===== src/rtl/awc_pkg.sv =====
// Shared types and constants for the associative write-back cache.
package awc_pkg;

  localparam int FUNC_W = 2;
  localparam int ADDR_W = 7;
  localparam int DATA_W = 8;
  localparam int LINE_W = 3;
  localparam int AGE_W  = 3;

  localparam logic [AGE_W-1:0] AGE_MAX = 3'd7;

  // Operation codes carried on the func field
  localparam logic [FUNC_W-1:0] FN_READ  = 2'd0;
  localparam logic [FUNC_W-1:0] FN_WRITE = 2'd1;
  localparam logic [FUNC_W-1:0] FN_LOAD  = 2'd2;

  typedef enum logic [2:0] {
    ST_IDLE,
    ST_SCAN,
    ST_WB,
    ST_FILL,
    ST_TOUCH,
    ST_LOAD,
    ST_RESP
  } state_t;

  // Outcome of one tag/age compare step
  typedef struct packed {
    logic hit;
    logic take;
    logic free;
  } cmp_res_t;

endpackage


===== src/rtl/awc_if.sv =====
// Valid/ready channel interfaces for request and result words.
interface awc_in_if;
  logic                         valid;
  logic                         ready;
  logic [awc_pkg::FUNC_W-1:0]   func;
  logic [awc_pkg::ADDR_W-1:0]   address;
  logic [awc_pkg::DATA_W-1:0]   write_data;

  modport source (output valid, output func, output address, output write_data,
                  input ready);
  modport sink   (input valid, input func, input address, input write_data,
                  output ready);
endinterface

interface awc_out_if;
  logic                         valid;
  logic                         ready;
  logic                         hit;
  logic [awc_pkg::LINE_W-1:0]   line_used;
  logic [awc_pkg::DATA_W-1:0]   read_data;
  logic                         wrote_back;

  modport source (output valid, output hit, output line_used, output read_data,
                  output wrote_back, input ready);
  modport sink   (input valid, input hit, input line_used, input read_data,
                  input wrote_back, output ready);
endinterface


===== src/rtl/assoc_writeback_cache_lru_unit.sv =====
// Top level: fully associative write-back cache with age-based replacement.
// Request words arrive on in_ch (func, address, write_data); one result word
// per request leaves on out_ch (hit, line_used, read_data, wrote_back).
// Both channels move a word when valid and ready are high at a clock edge.
// One request is processed at a time; in_ch.ready is high only while idle.
// The tag scan uses one shared compare unit, one line per cycle, stopping on
// a hit. A dirty victim is copied back to backing memory before the block is
// filled from it, one byte at a time. Age update and the line access happen
// together in the touch state, and the result register is loaded after it.
// Read/write requests scan, refill on a miss, then touch; a direct load writes
// backing memory and an unused code goes straight to the result.
// The next request is accepted only once the sequencer is back in the idle
// state after a result is registered.
// The result stays in an output register; a new request is accepted while it
// waits, but the next result is held back until out_ch.ready takes the first.
// Synchronous reset clears line tags, valid, dirty and age bits and the
// channel state; cache data and backing memory hold unknown values until
// written. No clearing pass is needed.
module assoc_writeback_cache_lru_unit #(
  parameter int NUM_LINES   = 8,
  parameter int BLOCK_BYTES = 4,
  parameter int MEM_BYTES   = 128
) (
  input  logic       clk,
  input  logic       rst_n,
  awc_in_if.sink     in_ch,
  awc_out_if.source  out_ch
);

  localparam int AW       = awc_pkg::ADDR_W;
  localparam int DW       = awc_pkg::DATA_W;
  localparam int LW       = $clog2(NUM_LINES);
  localparam int OW       = $clog2(BLOCK_BYTES);
  localparam int OFF_W    = (OW > 0) ? OW : 1;
  localparam int TAG_W    = AW - OW;
  localparam int CW       = $clog2(BLOCK_BYTES + 1);
  localparam int LD_DEPTH = NUM_LINES * BLOCK_BYTES;
  localparam int LDA_W    = $clog2(LD_DEPTH);
  localparam int MA_W     = $clog2(MEM_BYTES);
  localparam int XW       = AW + MA_W;

  // Line data address: line * BLOCK_BYTES + byte
  function automatic logic [LDA_W-1:0] lidx(input logic [LW-1:0] v,
                                            input logic [CW-1:0] j);
    logic [LDA_W-1:0] x;
    x = LDA_W'(v) * LDA_W'(BLOCK_BYTES) + LDA_W'(j);
    return x;
  endfunction

  // Backing memory address: (tag * BLOCK_BYTES + byte) wrapped to memory size
  function automatic logic [MA_W-1:0] bidx(input logic [TAG_W-1:0] t,
                                           input logic [CW-1:0] j);
    logic [XW-1:0] x;
    x = XW'(t) * XW'(BLOCK_BYTES) + XW'(j);
    return x[MA_W-1:0];
  endfunction

  awc_pkg::state_t state_r, state_nxt;

  logic [awc_pkg::FUNC_W-1:0] func_r, func_nxt;
  logic [AW-1:0]              addr_r, addr_nxt;
  logic [DW-1:0]              wdata_r, wdata_nxt;
  logic [LW-1:0]              idx_r, idx_nxt;
  logic [CW-1:0]              cnt_r, cnt_nxt;
  logic                       hit_r, hit_nxt;
  logic                       wb_r, wb_nxt;
  logic [LW-1:0]              line_r, line_nxt;
  logic [LW-1:0]              vic_r, vic_nxt;
  logic [TAG_W-1:0]           vtag_r, vtag_nxt;
  logic                       vwb_r, vwb_nxt;
  logic [awc_pkg::AGE_W-1:0]  best_r, best_nxt;
  logic                       free_r, free_nxt;

  logic [TAG_W-1:0]           ltag_r [NUM_LINES];
  logic [TAG_W-1:0]           ltag_nxt [NUM_LINES];
  logic                       lvalid_r [NUM_LINES];
  logic                       lvalid_nxt [NUM_LINES];
  logic                       ldirty_r [NUM_LINES];
  logic                       ldirty_nxt [NUM_LINES];
  logic [awc_pkg::AGE_W-1:0]  lage_r [NUM_LINES];
  logic [awc_pkg::AGE_W-1:0]  lage_nxt [NUM_LINES];

  logic                       ov_r, ov_nxt;
  logic                       ohit_r, ohit_nxt;
  logic [awc_pkg::LINE_W-1:0] oline_r, oline_nxt;
  logic [DW-1:0]              odata_r, odata_nxt;
  logic                       owb_r, owb_nxt;

  // RAM controls
  logic             lr_we, lr_re, br_we, br_re;
  logic [LDA_W-1:0] lr_waddr, lr_raddr;
  logic [MA_W-1:0]  br_waddr, br_raddr;
  logic [DW-1:0]    lr_wdata, lr_rdata, br_wdata, br_rdata;

  logic [TAG_W-1:0]   key;
  logic [OFF_W-1:0]   off;
  logic [XW-1:0]      addr_x;
  awc_pkg::cmp_res_t  cres;

  assign key    = TAG_W'(addr_r >> OW);
  assign off    = OFF_W'(addr_r & AW'(BLOCK_BYTES - 1));
  assign addr_x = XW'(addr_r);

  awc_cmp #(.TAG_W(TAG_W)) u_cmp (
    .first      (idx_r == '0),
    .valid      (lvalid_r[idx_r]),
    .tag        (ltag_r[idx_r]),
    .key        (key),
    .age        (lage_r[idx_r]),
    .best       (best_r),
    .found_free (free_r),
    .res        (cres)
  );

  awc_ram #(.WIDTH(DW), .DEPTH(LD_DEPTH)) u_line_ram (
    .clk   (clk),
    .we    (lr_we),
    .waddr (lr_waddr),
    .wdata (lr_wdata),
    .re    (lr_re),
    .raddr (lr_raddr),
    .rdata (lr_rdata)
  );

  awc_ram #(.WIDTH(DW), .DEPTH(MEM_BYTES)) u_back_ram (
    .clk   (clk),
    .we    (br_we),
    .waddr (br_waddr),
    .wdata (br_wdata),
    .re    (br_re),
    .raddr (br_raddr),
    .rdata (br_rdata)
  );

  assign in_ch.ready       = (state_r == awc_pkg::ST_IDLE);
  assign out_ch.valid      = ov_r;
  assign out_ch.hit        = ohit_r;
  assign out_ch.line_used  = oline_r;
  assign out_ch.read_data  = odata_r;
  assign out_ch.wrote_back = owb_r;

  // Sequencer: next state, datapath updates and RAM controls
  always_comb begin
    state_nxt  = state_r;
    func_nxt   = func_r;
    addr_nxt   = addr_r;
    wdata_nxt  = wdata_r;
    idx_nxt    = idx_r;
    cnt_nxt    = cnt_r;
    hit_nxt    = hit_r;
    wb_nxt     = wb_r;
    line_nxt   = line_r;
    vic_nxt    = vic_r;
    vtag_nxt   = vtag_r;
    vwb_nxt    = vwb_r;
    best_nxt   = best_r;
    free_nxt   = free_r;
    ltag_nxt   = ltag_r;
    lvalid_nxt = lvalid_r;
    ldirty_nxt = ldirty_r;
    lage_nxt   = lage_r;
    ov_nxt     = ov_r;
    ohit_nxt   = ohit_r;
    oline_nxt  = oline_r;
    odata_nxt  = odata_r;
    owb_nxt    = owb_r;
    lr_we      = 1'b0;
    lr_re      = 1'b0;
    lr_waddr   = '0;
    lr_raddr   = '0;
    lr_wdata   = '0;
    br_we      = 1'b0;
    br_re      = 1'b0;
    br_waddr   = '0;
    br_raddr   = '0;
    br_wdata   = '0;

    // result word taken
    if (ov_r && out_ch.ready) begin
      ov_nxt = 1'b0;
    end

    case (state_r)
      awc_pkg::ST_IDLE: begin
        if (in_ch.valid) begin
          func_nxt  = in_ch.func;
          addr_nxt  = in_ch.address;
          wdata_nxt = in_ch.write_data;
          idx_nxt   = '0;
          hit_nxt   = 1'b0;
          wb_nxt    = 1'b0;
          line_nxt  = '0;
          case (in_ch.func)
            awc_pkg::FN_READ, awc_pkg::FN_WRITE: state_nxt = awc_pkg::ST_SCAN;
            awc_pkg::FN_LOAD:                    state_nxt = awc_pkg::ST_LOAD;
            default:                             state_nxt = awc_pkg::ST_RESP;
          endcase
        end
      end

      // one line per cycle through the shared compare unit
      awc_pkg::ST_SCAN: begin
        if (cres.take) begin
          vic_nxt  = idx_r;
          vtag_nxt = ltag_r[idx_r];
          vwb_nxt  = lvalid_r[idx_r] && ldirty_r[idx_r];
          best_nxt = lage_r[idx_r];
          free_nxt = cres.free;
        end
        if (cres.hit) begin
          hit_nxt   = 1'b1;
          line_nxt  = idx_r;
          state_nxt = awc_pkg::ST_TOUCH;
        end else if (idx_r == LW'(NUM_LINES - 1)) begin
          line_nxt  = vic_nxt;
          wb_nxt    = vwb_nxt;
          cnt_nxt   = '0;
          state_nxt = vwb_nxt ? awc_pkg::ST_WB : awc_pkg::ST_FILL;
        end else begin
          idx_nxt = idx_r + LW'(1);
        end
      end

      // copy dirty victim to backing memory, read one byte ahead
      awc_pkg::ST_WB: begin
        if (cnt_r != CW'(BLOCK_BYTES)) begin
          lr_re    = 1'b1;
          lr_raddr = lidx(vic_r, cnt_r);
        end
        if (cnt_r != '0) begin
          br_we    = 1'b1;
          br_waddr = bidx(vtag_r, cnt_r - CW'(1));
          br_wdata = lr_rdata;
        end
        if (cnt_r == CW'(BLOCK_BYTES)) begin
          cnt_nxt   = '0;
          state_nxt = awc_pkg::ST_FILL;
        end else begin
          cnt_nxt = cnt_r + CW'(1);
        end
      end

      // fill the line from backing memory
      awc_pkg::ST_FILL: begin
        if (cnt_r != CW'(BLOCK_BYTES)) begin
          br_re    = 1'b1;
          br_raddr = bidx(key, cnt_r);
        end
        if (cnt_r != '0) begin
          lr_we    = 1'b1;
          lr_waddr = lidx(vic_r, cnt_r - CW'(1));
          lr_wdata = br_rdata;
        end
        if (cnt_r == CW'(BLOCK_BYTES)) begin
          cnt_nxt           = '0;
          ltag_nxt[vic_r]   = key;
          lvalid_nxt[vic_r] = 1'b1;
          ldirty_nxt[vic_r] = 1'b0;
          state_nxt         = awc_pkg::ST_TOUCH;
        end else begin
          cnt_nxt = cnt_r + CW'(1);
        end
      end

      // age all lines, then write the byte or start the read
      awc_pkg::ST_TOUCH: begin
        for (int i = 0; i < NUM_LINES; i++) begin
          if (LW'(i) == line_r) begin
            lage_nxt[i] = '0;
          end else if (lage_r[i] < awc_pkg::AGE_MAX) begin
            lage_nxt[i] = lage_r[i] + awc_pkg::AGE_W'(1);
          end
        end
        if (func_r == awc_pkg::FN_WRITE) begin
          lr_we              = 1'b1;
          lr_waddr           = lidx(line_r, CW'(off));
          lr_wdata           = wdata_r;
          ldirty_nxt[line_r] = 1'b1;
        end else begin
          lr_re    = 1'b1;
          lr_raddr = lidx(line_r, CW'(off));
        end
        state_nxt = awc_pkg::ST_RESP;
      end

      // direct write into backing memory
      awc_pkg::ST_LOAD: begin
        br_we     = 1'b1;
        br_waddr  = addr_x[MA_W-1:0];
        br_wdata  = wdata_r;
        state_nxt = awc_pkg::ST_RESP;
      end

      // hand the word to the output register once it is free
      awc_pkg::ST_RESP: begin
        if (!ov_r || out_ch.ready) begin
          ov_nxt    = 1'b1;
          ohit_nxt  = hit_r;
          oline_nxt = awc_pkg::LINE_W'(line_r);
          owb_nxt   = wb_r;
          case (func_r)
            awc_pkg::FN_READ:                  odata_nxt = lr_rdata;
            awc_pkg::FN_WRITE, awc_pkg::FN_LOAD: odata_nxt = wdata_r;
            default:                           odata_nxt = '0;
          endcase
          state_nxt = awc_pkg::ST_IDLE;
        end
      end

      default: state_nxt = awc_pkg::ST_IDLE;
    endcase
  end

  // Control state with reset
  always_ff @(posedge clk) begin
    if (!rst_n) begin
      state_r <= awc_pkg::ST_IDLE;
      ov_r    <= 1'b0;
      for (int i = 0; i < NUM_LINES; i++) begin
        ltag_r[i]   <= '0;
        lvalid_r[i] <= 1'b0;
        ldirty_r[i] <= 1'b0;
        lage_r[i]   <= '0;
      end
    end else begin
      state_r  <= state_nxt;
      ov_r     <= ov_nxt;
      ltag_r   <= ltag_nxt;
      lvalid_r <= lvalid_nxt;
      ldirty_r <= ldirty_nxt;
      lage_r   <= lage_nxt;
    end
  end

  // Payload and working registers
  always_ff @(posedge clk) begin
    func_r  <= func_nxt;
    addr_r  <= addr_nxt;
    wdata_r <= wdata_nxt;
    idx_r   <= idx_nxt;
    cnt_r   <= cnt_nxt;
    hit_r   <= hit_nxt;
    wb_r    <= wb_nxt;
    line_r  <= line_nxt;
    vic_r   <= vic_nxt;
    vtag_r  <= vtag_nxt;
    vwb_r   <= vwb_nxt;
    best_r  <= best_nxt;
    free_r  <= free_nxt;
    ohit_r  <= ohit_nxt;
    oline_r <= oline_nxt;
    odata_r <= odata_nxt;
    owb_r   <= owb_nxt;
  end

endmodule


===== src/rtl/awc_ram.sv =====
// Generic single-write, single-read RAM with registered read data.
module awc_ram #(
  parameter int WIDTH = 8,
  parameter int DEPTH = 32
) (
  input  logic                     clk,
  input  logic                     we,
  input  logic [$clog2(DEPTH)-1:0] waddr,
  input  logic [WIDTH-1:0]         wdata,
  input  logic                     re,
  input  logic [$clog2(DEPTH)-1:0] raddr,
  output logic [WIDTH-1:0]         rdata
);

  logic [WIDTH-1:0] mem [DEPTH];

  always_ff @(posedge clk) begin
    if (we) begin
      mem[waddr] <= wdata;
    end
    if (re) begin
      rdata <= mem[raddr];
    end
  end

endmodule


===== src/rtl/awc_cmp.sv =====
// Shared compare unit: tag match and victim selection for one line per step.
module awc_cmp #(
  parameter int TAG_W = 5
) (
  input  logic                        first,
  input  logic                        valid,
  input  logic [TAG_W-1:0]            tag,
  input  logic [TAG_W-1:0]            key,
  input  logic [awc_pkg::AGE_W-1:0]   age,
  input  logic [awc_pkg::AGE_W-1:0]   best,
  input  logic                        found_free,
  output awc_pkg::cmp_res_t           res
);

  always_comb begin
    res.hit  = valid && (tag == key);
    res.take = 1'b0;
    res.free = found_free;
    // first line seeds the victim; then first invalid, else first oldest
    if (first) begin
      res.take = 1'b1;
      res.free = ~valid;
    end else if (found_free) begin
      res.take = 1'b0;
    end else if (!valid) begin
      res.take = 1'b1;
      res.free = 1'b1;
    end else begin
      res.take = (age > best);
    end
  end

endmodule

===== src/flat_wrapper.sv =====
// flat-port wrapper written by rule: the top's interface ports become plain ports
module assoc_writeback_cache_lru_unit_flat 
#(
  parameter int NUM_LINES   = 8,
  parameter int BLOCK_BYTES = 4,
  parameter int MEM_BYTES   = 128
)
  (clk, rst_n, in_ch_valid, in_ch_func, in_ch_address, in_ch_write_data, in_ch_ready, out_ch_valid, out_ch_hit, out_ch_line_used, out_ch_read_data, out_ch_wrote_back, out_ch_ready);
  awc_in_if in_ch_i ();
  awc_out_if out_ch_i ();
  input  logic clk;
  input  logic rst_n;
  input wire logic [$bits(in_ch_i.valid)-1:0] in_ch_valid;
  input wire logic [$bits(in_ch_i.func)-1:0] in_ch_func;
  input wire logic [$bits(in_ch_i.address)-1:0] in_ch_address;
  input wire logic [$bits(in_ch_i.write_data)-1:0] in_ch_write_data;
  output wire logic [$bits(in_ch_i.ready)-1:0] in_ch_ready;
  output wire logic [$bits(out_ch_i.valid)-1:0] out_ch_valid;
  output wire logic [$bits(out_ch_i.hit)-1:0] out_ch_hit;
  output wire logic [$bits(out_ch_i.line_used)-1:0] out_ch_line_used;
  output wire logic [$bits(out_ch_i.read_data)-1:0] out_ch_read_data;
  output wire logic [$bits(out_ch_i.wrote_back)-1:0] out_ch_wrote_back;
  input wire logic [$bits(out_ch_i.ready)-1:0] out_ch_ready;
  assign in_ch_i.valid = in_ch_valid;
  assign in_ch_i.func = in_ch_func;
  assign in_ch_i.address = in_ch_address;
  assign in_ch_i.write_data = in_ch_write_data;
  assign in_ch_ready = in_ch_i.ready;
  assign out_ch_valid = out_ch_i.valid;
  assign out_ch_hit = out_ch_i.hit;
  assign out_ch_line_used = out_ch_i.line_used;
  assign out_ch_read_data = out_ch_i.read_data;
  assign out_ch_wrote_back = out_ch_i.wrote_back;
  assign out_ch_i.ready = out_ch_ready;
  assoc_writeback_cache_lru_unit #(.NUM_LINES(NUM_LINES), .BLOCK_BYTES(BLOCK_BYTES), .MEM_BYTES(MEM_BYTES)) u_core (.clk(clk), .rst_n(rst_n), .in_ch(in_ch_i), .out_ch(out_ch_i));
endmodule

===== config.mk =====
export PLATFORM = sky130hd
export DESIGN_NAME = assoc_writeback_cache_lru_unit_flat
export DESIGN_NICKNAME = d
export VERILOG_FILES = /design/src/rtl/awc_pkg.sv /design/src/rtl/awc_if.sv /design/src/rtl/assoc_writeback_cache_lru_unit.sv /design/src/rtl/awc_ram.sv /design/src/rtl/awc_cmp.sv /design/src/flat_wrapper.sv
export SDC_FILE = /design/constraint.sdc
export NUM_CORES = 2
export LEC_CHECK = 0
export ABC_CLOCK_PERIOD_IN_PS = 7000
export BUFFER_PORTS_ARGS = -buffer_cell sky130_fd_sc_hd__buf_2
export CORE_ASPECT_RATIO = 0.75
export CORE_MARGIN = 5
export CORE_UTILIZATION = 51
export CTS_BUF_LIST = sky130_fd_sc_hd__clkbuf_8
export CTS_CLUSTER_SIZE = 28
export DETAILED_ROUTE_END_ITERATION = 12
export PLACE_DENSITY = 0.72
export SYNTH_ARGS = -nofsm -noshare
export SYNTH_HDL_FRONTEND = slang
export SYNTH_SLANG_ARGS = --single-unit
export TNS_END_PERCENT = 100

===== constraint.sdc =====
create_clock -name clk -period 7 [get_ports clk]
set_input_delay 0 -clock clk [delete_from_list [all_inputs] [get_ports clk]]
set_output_delay 0 -clock clk [all_outputs]
set_load 0.02 [all_outputs]

==> results.ini <==
[routing]
via_density=6.28
drt_first_iter_violations=5502
drc_errors_left=0
routed_wire_length_um=150000
route.antenna.remaining_nets=0
routed_length_per_instance_um=25.7
first_pass_iters=8
via_count=36600

[sta]
max_slew_margin_pct=6.19
fmax_mhz=182
layout_setup_ws_ps=1500
finalSetupViolCount=0
count_of_final_hold_check_violations=0
grt_setup_unrepaired=false
least_margin_pin_slew_ps=1400
clock-skew-final_ps=47.3
fin_crit_sh_pct=78.6
final-max-slew-violation-count=0
setup-tns-final_ps=0
fin_crit_ps=5500

[power]
net_switching_power_mw=6.88
internal_power_mw=14.6
power.combinational.fraction_pct=22.2
power.total_mw=21.5
netSwitchingFraction_pct=32.0
power_frac_seq_pct=48.7
vdd_drop_max_uv=231
clkPwrFrac_pct=29.1
power_leakage_nw=21.6
p_per_area_nw_per_um2=329

[yosys]
yosysTopAreaCellShare_pct=68.1
netlist_top_cells_count=sky130_fd_sc_hd__edfxtp_1 (1,350), sky130_fd_sc_hd__nor2_1 (377), sky130_fd_sc_hd__nand2_1 (292)
syn-instance-count=4041
post_synthesis_net_count=4091
synth.ff_latch_count=1434
seq_area_frac_synth_pct=71.0
ys_async_sr_fraction_pct=0
post_synth_num_cell_types=69
most_frequent_cell_after_synthesis=sky130_fd_sc_hd__edfxtp_1
postSynthAreaPerCell_um2=14.7
synth_enable_flop_cells=1350
netlist_top_cells_area=sky130_fd_sc_hd__edfxtp_1 (68%), sky130_fd_sc_hd__mux4_2 (5.5%), sky130_fd_sc_hd__mux2i_1 (3.0%)
mappedNetlistArea_um2=59500
synthFlopType=sky130_fd_sc_hd__edfxtp_1
yosys_warnings=0
synth_area_leader_cell=sky130_fd_sc_hd__edfxtp_1

[place]
gp_congestion=0.898
dp_hpwl_um=90200
port_buffers=35
placement.cell_area_um2=61100
dp_worst_setup_slack_ps=1720

[critical_path]
crit_path_frequent_cell=sky130_fd_sc_hd__ha_1
worst_path_buf_inv=3
cp.arrival_ps=6230
nature_of_the_critical_path_endpoint=flip-flop
cp_top_family=simple AND/OR/NAND/NOR gates
setup.worst_path.start_class=flip-flop
required_time_at_the_worst_slack_endpoint_ps=7730
path_class=flip-flop to flip-flop
critPathMaxFanout=64
slowest_stage_delay_on_critical_path_ps=820
worst_path_max_delay_cell=sky130_fd_sc_hd__and2_4
timing.critical_path.cells=inv_1, ha_1, ha_1, nand4bb_4, inv_4, and2_4, buf_4, a21oi_1, a22oi_1, a31oi_1, nor4_1

[clocking]
numCtsBuffers=207
clk_buf_depth=3
cts_tree=built
cts_setup_buffers=0
cts.htree.levels=4
cts-resized-gates=0
clock_tree.root_cell=sky130_fd_sc_hd__clkbuf_8
insertion_delay_ps=920
clk_pin_slew_ps=70
tritoncts_num_sinks=1434

[run]
timing.max_cap.violations=0

[final_layout]
final_nets=4163
final_instance_area_um2=65300
layout.area.seq_um2=42200
final.fill_count=8804
drive_gt1_share_pct=12.4
area_of_the_multi_input_gates_um2=15800
layout-area-overhead-vs-synth_pct=9.69

[floorplan]
dieArea_um2=124000
core_area_um2=116000
die-height_um=306
placementRows=108
initial_core_util_pct=51.4
die_width_um=404
io-pin-count=36

[grt]
grt_pass1_wl_um=224000
via_count_of_the_first_global_routing_pass=35100
groute.usage.overall_pct=23.9
number_of_antenna_violations_at_the_first_check_in_global_routing=2
grt_max_degree=123
globalRoute.totalOverflow=0

[min_path]
hp-class=input pin to flip-flop

[status]
status=completed

## cell usage in the layout (no fill, tap or decap), drive strengths merged, types with 9 or more instances in the layout
cell            n
edfxtp       1350
a222oi         16
clkinv         87
nand3          55
o21a            9
nor3b          15
a211oi        114
mux4          148
a2bb2oi         9
nand2         292
o22ai          76
a32oi          36
a21o            9
nor4           11
a21boi         20
inv           214
nand4          49
nor2          377
dlygate4sd3    40
a22oi          57
nor2b          54
nor3           25
a22o           24
mux2i         179
clkbuf        214
a31oi         137
and2           80
dfxtp          84
ha             29
a21oi         208
buf            89
o21ai          86
## cells by family (layout without fill, tap and decap cells)
kind of cell	Yosys count	count (layout)	synth area share, %
buf+inv	411	652	2.77
xor+xnor	14	14	0.206
mux	333	333	8.75
compound gates	825	825	9.00
simple gates	995	995	7.70
other cells	0	1	0
flops	1434	1434	71.0
fa+ha+maj	29	29	0.610
## flip-flops by register name, indices dropped and copies added, names as in the netlist, 5 cells and up
| signal | count |
|---|---|
| u_core.u_back_ram.mem | 1024 |
| u_core.u_line_ram.mem | 256 |
| u_core.ltag_r | 40 |
| u_core.lage_r | 24 |
| u_core.ldirty_r | 8 |
| u_core.lvalid_r | 8 |
| u_core.out_ch.read_data | 8 |
| u_core.u_back_ram.rdata | 8 |
| u_core.u_line_ram.rdata | 8 |
| u_core.wdata_r | 8 |
| u_core.addr_r | 7 |
| u_core.vtag_r | 5 |
## power groups by stage
stage | Clock [mW] | Combinational, mW | Sequential, mW
6_report | 6.24 | 4.77 | 10.5
5_1_grt | 6.70 | 5.06 | 10.5
4_1_cts | 6.30 | 4.70 | 10.5
3_5_place_dp | 0 | 4.67 | 10.6
3_3_place_gp | 0 | 4.59 | 10.6
2_1_floorplan | 0 | 3.18 | 10.5
## per-layer routing
layer,GRT usage (%),share of wire (%)
met1,35.8,41
met2,34.5,44
met3,5.92,12
met4,8.00,3.0
met5,0.572,0.21
## stage by stage
step,util [%],hold slack (ps),cells
after floorplan,-,98.9,4041
after global placement,52.7,178,5404
after detailed placement,52.7,178,5404
after CTS,56.3,53.9,5822
after global routing,56.3,129,5823
final,56.3,139,5823
## what timing repair did
action                     in CTS  in global routing
hold buffers                   40                  0
setup endpoints to repair       0                  0
hold endpoints to repair      122                  0
## tightest hold or removal path: stages
cell                            delay [ps]
sky130_fd_sc_hd__dlygate4sd3_1         530
sky130_fd_sc_hd__buf_2                 140
sky130_fd_sc_hd__nand2_1               130
sky130_fd_sc_hd__nand2_1               100
## cell type report
| class | count | share of cell area [%] |
|---|---|---|
| Antenna cell | 1 | 0.00383 |
| Multi-Input combinational cell | 2196 | 24.2 |
| Clock inverter | 164 | 1.29 |
| Timing Repair Buffer | 129 | 1.54 |
| Sequential cell | 1434 | 64.7 |
| Clock buffer | 214 | 4.51 |
| Tap cell | 1540 | 2.95 |
| Inverter | 145 | 0.838 |
## final timing paths
kind,start,to,slack [ps],cells past startpoint
setup / recovery,u_core.cnt_r[0],u_core.u_back_ram.rdata[7],1500,11
hold / removal,in_ch_valid,u_core.wb_r,140,4
setup reg to reg,u_core.cnt_r[0],u_core.u_back_ram.rdata[7],1500,11
hold reg to reg,u_core.wb_r,u_core.out_ch.wrote_back,450,0
Power figures use the tool's default switching activity.
